## src/sv/assert_macros.svh

```systemverilog
// Assertion macros shared by the point-in-polygon RTL
`ifndef ASSERT_MACROS_SVH
`define ASSERT_MACROS_SVH

// Checked on every clock edge outside reset
`define PIP_ASSERT(lbl, prop, msg) \
    lbl: assert property (@(posedge aclk) disable iff (!aresetn) prop) else $error(msg);

// Checked on every clock edge, reset included
`define PIP_ASSERT_ALWAYS(lbl, prop, msg) \
    lbl: assert property (@(posedge aclk) prop) else $error(msg);

`endif

```

## src/sv/pip_pkg.sv

```systemverilog
// Shared types and constants of the point-in-polygon tester
`default_nettype none
package pip_pkg;
    localparam int CoordW         = 16;
    localparam int CountW         = 5;
    localparam int IndexW         = 4;
    localparam int MaxVerticesDef = 16;
    localparam int DiffW          = CoordW + 1;
    localparam int NumW           = 2 * DiffW + 1;
    localparam int ProdW          = 2 * (DiffW + 1);

    localparam logic KindWrite = 1'b0;
    localparam logic KindQuery = 1'b1;

    localparam logic [1:0] DrainLast = 2'd2;

    typedef logic signed [CoordW-1:0] coord_t;

    typedef struct packed {
        logic   valid;
        coord_t xi;
        coord_t yi;
        coord_t xj;
        coord_t yj;
        coord_t px;
        coord_t py;
    } edge_req_t;

    typedef struct packed {
        logic valid;
        logic hit;
    } edge_rsp_t;
endpackage
`default_nettype wire

```

## src/sv/pip_edge.sv

```systemverilog
// Pipelined crossing test of one polygon edge against the query point
`default_nettype none
`include "assert_macros.svh"
module pip_edge (
    input  wire logic               aclk,
    input  wire logic               aresetn,
    input  wire pip_pkg::edge_req_t req,
    output pip_pkg::edge_rsp_t      rsp
);
    import pip_pkg::*;

    logic                    a_valid_reg, b_valid_reg, c_valid_reg;
    logic                    a_str_reg, b_str_reg, c_str_reg;
    logic signed [DiffW-1:0] a_dx_reg, a_dy_reg, a_den_reg, a_d_reg;
    logic signed [DiffW-1:0] b_den_reg, b_d_reg;
    logic signed [2*DiffW-1:0] b_num_reg;
    logic signed [NumW-1:0]  c_num_reg;
    logic signed [ProdW-1:0] c_m_reg;

    logic                    a_str_next;
    logic signed [NumW-1:0]  num_next;
    logic signed [DiffW:0]   den_pos, fac;
    logic signed [ProdW-1:0] m_next;
    logic signed [ProdW:0]   m_ext, n_ext;

    always_comb begin
        a_str_next = (req.yi > req.py) != (req.yj > req.py);
        if (b_den_reg < 0) begin
            num_next = -NumW'(b_num_reg);
            den_pos  = -(DiffW+1)'(b_den_reg);
        end else begin
            num_next = NumW'(b_num_reg);
            den_pos  = (DiffW+1)'(b_den_reg);
        end
        fac    = (num_next >= 0) ? (DiffW+1)'(b_d_reg) + (DiffW+1)'(1)
                                 : (DiffW+1)'(b_d_reg);
        m_next = fac * den_pos;
        m_ext  = (ProdW+1)'(c_m_reg);
        n_ext  = (ProdW+1)'(c_num_reg);
    end

    always_ff @(posedge aclk) begin
        if (!aresetn) begin
            a_valid_reg <= 1'b0;
            b_valid_reg <= 1'b0;
            c_valid_reg <= 1'b0;
        end else begin
            a_valid_reg <= req.valid;
            b_valid_reg <= a_valid_reg;
            c_valid_reg <= b_valid_reg;
        end
        a_str_reg <= a_str_next;
        a_dx_reg  <= DiffW'(req.xj) - DiffW'(req.xi);
        a_dy_reg  <= DiffW'(req.py) - DiffW'(req.yi);
        a_den_reg <= DiffW'(req.yj) - DiffW'(req.yi);
        a_d_reg   <= DiffW'(req.px) - DiffW'(req.xi);
        b_str_reg <= a_str_reg;
        b_num_reg <= a_dx_reg * a_dy_reg;
        b_den_reg <= a_den_reg;
        b_d_reg   <= a_d_reg;
        c_str_reg <= b_str_reg;
        c_num_reg <= num_next;
        c_m_reg   <= m_next;
    end

    assign rsp.valid = c_valid_reg;
    assign rsp.hit   = c_str_reg && ((c_num_reg >= 0) ? (m_ext <= n_ext) : (m_ext < n_ext));

    `PIP_ASSERT(a_follows_req, a_valid_reg |-> $past(req.valid), "stage A without request")
    `PIP_ASSERT(c_follows_b, c_valid_reg |-> $past(b_valid_reg), "stage C without stage B")
endmodule
`default_nettype wire

```

## config.mk

```make
export PLATFORM = sky130hd
export DESIGN_NAME = pip_edge
export DESIGN_NICKNAME = d
export VERILOG_FILES = /design/src/sv/pip_pkg.sv /design/src/sv/pip_edge.sv
export VERILOG_INCLUDE_DIRS = /design/src /design/src/sv
export SDC_FILE = /design/constraint.sdc
export NUM_CORES = 2
export LEC_CHECK = 0
export BUFFER_PORTS_ARGS = -buffer_cell sky130_fd_sc_hd__buf_4
export CORE_ASPECT_RATIO = 1.1
export CORE_UTILIZATION = 38
export CTS_BUF_LIST = sky130_fd_sc_hd__clkbuf_16
export CTS_CLUSTER_DIAMETER = 30
export DETAILED_ROUTE_END_ITERATION = 8
export SYNTH_ARGS = -nofsm -noshare
export SYNTH_HDL_FRONTEND = slang
export SYNTH_SLANG_ARGS = --single-unit
```

## constraint.sdc

```tcl
create_clock -name aclk -period 12.7 [get_ports aclk]
set_clock_uncertainty 0.15 [all_clocks]
set_input_delay 2.54 -clock aclk [delete_from_list [all_inputs] [get_ports aclk]]
set_output_delay 2.54 -clock aclk [all_outputs]
set_load 0.1 [all_outputs]
```

# Yosys cells after proc, flatten, opt, wreduce, memory -nomap -nowiden

Index checks and enable logic that the tools add are counted.

Multipliers: 2
Muxes and demuxes: 4
Equality and inequality tests: 1
Reductions and logical operators: 1
Add/sub/neg operators: 7
$lt $le $gt $ge: 7

Operator list:

| cell                                                                | number |
|---|---|
| greater-or-equal comparator 35 x 1 -> 1 bit (second input constant) | 2 |
| subtractor 16 x 16 -> 17 bit                                        | 4 |
| less-or-equal comparator 36 x 35 -> 1 bit                           | 1 |
| less-than comparator 36 x 35 -> 1 bit                               | 1 |
| multiplier 18 x 18 -> 36 bit                                        | 1 |
| 2-to-1 mux 18 bit                                                   | 2 |
| 2-to-1 mux 35 bit                                                   | 1 |
| negator 34 -> 35 bit                                                | 1 |
| multiplier 17 x 17 -> 34 bit                                        | 1 |
| greater-than comparator 16 bit                                      | 2 |
| adder 17 x 2 -> 18 bit (second input constant)                      | 1 |
| negator 17 -> 18 bit                                                | 1 |
| less-than comparator 17 x 1 -> 1 bit (second input constant)        | 1 |
| logical AND 1 bit                                                   | 1 |
| 2-to-1 mux 1 bit                                                    | 1 |
| inequality test 1 bit                                               | 1 |

Input port bits: 99
Register bits: 213

# Longest topological paths before layout

Word-level depth: 5
Depth in mapped cells: 37
Gate-level depth less buffers: 33

# Least setup slack after synthesis

No wires, ideal clock.

Path type: flip-flop to flip-flop
Start point: reg b_num_reg[0]
End point: reg c_m_reg[34]
Clock period less this slack: 8.859 ns
Path slack: 3.841 ns
Arrival time: 8.637 ns
Path buffers: 3
Required time: 12.478 ns
Cell stages (with the launch flop): 35
Cells stage by stage: dfxtp_1 > inv_1 > ha_1 > or4b_4 > or4_1 > clkbuf_1 > or2_1 > o31ai_4 > and3_1 > buf_4 > nand2b_1 > buf_2 > or2_1 > xor2_1 > nor2_1 > fa_1 > inv_1 > fa_1 > fa_1 > inv_1 > fa_1 > fa_1 > inv_1 > fa_1 > inv_1 > ha_1 > and3_1 > a2111oi_0 > o21bai_1 > a21oi_1 > a221o_1 > and4_1 > o31a_1 > a31oi_1 > xnor2_1

Longest elaborated chain between the ends: 5

RTL lines:

| element                                       | line           | text |
|---|---|---|
| from (decl)                                   | pip_edge.sv:16 | `logic signed [2*DiffW-1:0] b_num_reg;` |
| from (signal assigned)                        | pip_edge.sv:58 | `b_num_reg <= a_dx_reg * a_dy_reg;` |
| negator 34 -> 35 bit                          | pip_edge.sv:29 | `num_next = -NumW'(b_num_reg);` |
| 2-to-1 mux 35 bit *                           | pip_edge.sv:28 | `if (b_den_reg < 0) begin` |
| greater-or-equal comparator 35 x 1 -> 1 bit * | pip_edge.sv:35 | `fac = (num_next >= 0) ? (DiffW+1)'(b_d_reg) + (DiffW+1)'(1)` |
| 2-to-1 mux 18 bit *                           | pip_edge.sv:35 |  |
| multiplier 18 x 18 -> 36 bit *                | pip_edge.sv:37 | `m_next = fac * den_pos;` |
| via m_next[34]                                | pip_edge.sv:23 | `logic signed [ProdW-1:0] m_next;` |
| to (signal assigned)                          | pip_edge.sv:63 | `c_m_reg <= m_next;` |
| to (decl)                                     | pip_edge.sv:18 | `logic signed [ProdW-1:0] c_m_reg;` |

Mark *: on every way through the listed nets, which the timed path passes. The rest lies on a longest branch.
A chain may end at the register's enable or synchronous reset.

# Final worst setup path

Start point: reg b_num_reg[0]
End point: reg c_m_reg[33]

Same word-level chain as after synthesis.

==> summary.md <==
| Metric | Value |
|---|---|
| Critical path launch point type | flip-flop |
| Post-synth design cell area | 32450 sq um |
| Initial core utilization | 0.3834 |
| Largest net degree at the start of global routing | 55 |
| Wire length reported by the detailed router | 83740 microns |
| Setup repair after global routing missed its margin | no |
| Quantity of hold-fixing buffers added after cts | 0 |
| Top library cells by usage in the layout, fill and taps aside | sky130_fd_sc_hd__inv_1, sky130_fd_sc_hd__fa_1, sky130_fd_sc_hd__nand2_1 |
| Count of endpoints failing setup in the final report | 0 |
| Worst hold-check slack | 0.1382 ns |
| Non-filler cells in the finished layout | roughly 4800 |
| Clock buffers created by TritonCTS | 45 |
| Total of max-cap violations | 0 |
| Total grt overflow | 0 |
| Share of the cycle needed by the critical path after routing | 0.7908 |
| Number of different library cells in the post-synthesis netlist | 68 |
| Worst slew slack as a fraction of its limit | 0.04922 |
| Number of placed instances, taps included | 4708 |
| Slowest cell on the critical path | sky130_fd_sc_hd__or4_1 |
| Arrival time at the worst endpoint | around 10 ns |
| # nets final | between 4000 and 5000 |
| Total of warnings raised by yosys | 0 |
| R2R Path Start | b_num_reg[0] |
| Seq cells post-synth | 213 |
| Final weighted congestion of routability-driven global placement | 0.9103 |
| DR vias | 23210 |
| Final-report max-slew violation count | 0 |
| Outcome | complete, no violations |
| Quantity of I/O buffers inserted on ports | 100 |
| Fin crit period | between 10 and 15 ns |
| Count of instances resized after the clock tree is built | 0 |
| Area of the die | 86570 sq um |
| Reg-to-reg setup timing slack | between 2 and 3 ns |
| Start point of the critical path | b_num_reg[0] |
| Count of filler cells inserted in the layout | around 8400 |
| Drt drc | 0 |
| Largest register FFs | 36 |
| Classification of the worst-slack hold path | flip-flop to flip-flop |
| Required time reported for the critical path endpoint | around 13 ns |
| Hpwl dp | between 70000 and 80000 microns |
| Worst Reg-to-Reg Cells | 30 |
| Total I/O pin count | around 100 |
| GRT Util Overall | 0.2019 |
| Main flop type after synthesis | sky130_fd_sc_hd__dfxtp_1 |
| Area of the core | 84640 sq um |
| Iteration-0 DRC Markers | ~1100 |
| Clock insertion delay at the later pin of the skew report | ~0.60 ns |
| Number of sinks handled by clock tree synthesis | between 200 and 250 |
| Die Span Y | 308.5 microns |
| Capturing element type of the critical path | flip-flop |
| Worst-path clk slew | ~0.050 ns |
| Maximum single-stage delay on the critical path | approximately 0.64 ns |
| Largest fanout on the critical path | 9 |
| Cell with the most instances on the worst path | sky130_fd_sc_hd__fa_1 |
| Die X-Extent | around 280 microns |
| Average instance area after synthesis | slightly above 9 sq um |
| First-pass GRT wire length | around 130000 microns |
| Post-route ant nets | 0 |
| Most frequent standard cell in the layout excluding fill and tap cells | sky130_fd_sc_hd__inv_1 |
| CTS tree | done |
| Post-synth EDFFs | 0 |
| Number of core rows | roughly 110 |
| Critical Setup Path Class | flip-flop to flip-flop |
| DR pass1 iterations | 5 |
| Vias in the first global route | between 20000 and 25000 |
| Mean number of vias per cell | ~4.8 |
| Routed len/inst | 17.46 microns |
| Capturing element of the worst setup path | c_m_reg[33] |
| Actual slew at the worst max-slew pin | about 1.4 ns |
| FFs w/ async S/R, synth | 0 |
| H-tree Lvls | 2 |
| Share of the yosys chip area belonging to registers | 0.1314 |
| Synth-to-layout area growth | 11.52% |
| Final hold vios | 0 |
| Number of setup buffers added after CTS | 0 |
| Terminus of the critical flop-to-flop path | c_m_reg[33] |
| Proportion of layout cells with a drive suffix above 1 | 0.06216 |
| Bufs on Longest Clock Path | 3 |
| Initial antenna violation count | 3 |
| Sum Neg Setup Slack | 0 ns |
| Cells after Synth | 3500 |
| Fmax | 0.09957 GHz |
| Clock tree root buffer cell | sky130_fd_sc_hd__clkbuf_16 |
[how the worst min path moves through the flow]
stage / start / depth (start not counted) / slack [ns] / endpoint
after global routing: a_d_reg[8] / 0 / 0.15 / b_d_reg[8]
after global placement: a_d_reg[14] / 0 / 0.16 / b_d_reg[14]
after CTS: a_d_reg[8] / 0 / 0.13 / b_d_reg[8]
after floorplan: a_d_reg[0] / 0 / 0.16 / b_d_reg[0]
final: a_d_reg[8] / 0 / 0.14 / b_d_reg[8]
after detailed placement: a_d_reg[11] / 0 / 0.16 / b_d_reg[11]
[worst max-delay path, delay by kind of cell (launching register included)]
family	cells	cell delay, ns
buffers and inverters	5	0.27
multiplexers	1	0.20
flip-flops	1	0.30
AND/OR/NAND/NOR	9	2.97
XOR/XNOR	1	0.42
adder cells (fa/ha/maj)	8	3.63
AO/OA/AOI/OAI	6	1.94
[cell usage after synthesis, types with 7 or more instances]
cell | count | area [sq um]
sky130_fd_sc_hd__or4_1 | 12 | 90.09
sky130_fd_sc_hd__and2_1 | 139 | 869.6
sky130_fd_sc_hd__a21o_1 | 53 | 397.9
sky130_fd_sc_hd__a311o_1 | 8 | 80.08
sky130_fd_sc_hd__o41ai_1 | 9 | 78.83
sky130_fd_sc_hd__nand3_1 | 29 | 145.1
sky130_fd_sc_hd__ha_1 | 298 | 3729
sky130_fd_sc_hd__or3_1 | 19 | 118.9
sky130_fd_sc_hd__a21boi_0 | 9 | 67.56
sky130_fd_sc_hd__clkbuf_1 | 68 | 255.2
sky130_fd_sc_hd__nand2_1 | 343 | 1287
sky130_fd_sc_hd__fa_1 | 629 | 12590
sky130_fd_sc_hd__nand4_1 | 19 | 118.9
sky130_fd_sc_hd__xnor2_1 | 146 | 1279
sky130_fd_sc_hd__o31a_1 | 7 | 61.31
sky130_fd_sc_hd__a21oi_1 | 73 | 365.4
sky130_fd_sc_hd__dfxtp_1 | 213 | 4264
sky130_fd_sc_hd__o31ai_1 | 12 | 90.09
sky130_fd_sc_hd__a211oi_1 | 11 | 82.58
sky130_fd_sc_hd__inv_1 | 783 | 2939
sky130_fd_sc_hd__a31oi_1 | 7 | 43.79
sky130_fd_sc_hd__and3_1 | 15 | 93.84
sky130_fd_sc_hd__xor2_1 | 53 | 464.2
sky130_fd_sc_hd__o21ai_0 | 57 | 285.3
sky130_fd_sc_hd__nor2b_1 | 28 | 175.2
sky130_fd_sc_hd__o21bai_1 | 12 | 90.09
sky130_fd_sc_hd__o21a_1 | 29 | 217.7
sky130_fd_sc_hd__nor3_1 | 36 | 180.2
sky130_fd_sc_hd__nor2_1 | 238 | 893.4
sky130_fd_sc_hd__nand2b_1 | 48 | 300.3
[kinds of logic (layout without fill, tap and decap cells)]
group,Yosys count,in the layout,synth area share
DFF,213,213,0.1314
buffers and inverters,859,995,0.09987
adders and majority gates,927,927,0.5030
xor gates and xnor gates,200,200,0.05421
other,2,21,0.0002314
muxes,4,4,0.001272
AOI/OAI and AO/OA,339,339,0.07145
and+or+nand+nor,956,956,0.1386
[routing by layer]
layer  part of all wire  vias up  global-route usage  routed length (microns)
met3              0.050      139             0.02295                     4172
met5            0.00021        -                   0                       18
li1                   -    10940                   -                        -
met1               0.44    11590              0.2667                    36690
met4              0.036        2             0.06989                     3004
met2               0.48      538              0.3418                    39860
[through the flow]
stage                     setup slack (ns)  utilization  cell area, sq um
after global placement               2.906       0.4088             34600
after global routing                 2.130       0.4274             36180
after detailed placement             2.732       0.4088             34600
final                                2.657       0.4275             36190
after floorplan                      3.841            -             32510
after CTS                            2.661       0.4274             36180
[final cells by class]
class                           count  area (sq um)  share of cell area
Multi-Input combinational cell   2444         25010              0.6912
Sequential cell                   213          4264              0.1178
Inverter                          783          2939             0.08122
Tap cell                         1140          1426             0.03942
Clock buffer                       45          1126             0.03112
Timing Repair Buffer              128         960.9             0.02655
Clock inverter                     39         451.7             0.01248
Antenna cell                        3         7.507           0.0002075
Power is left out: the tool's default activity adds up to more than one toggle a clock period on the data nets, which glitch-free logic cannot reach.
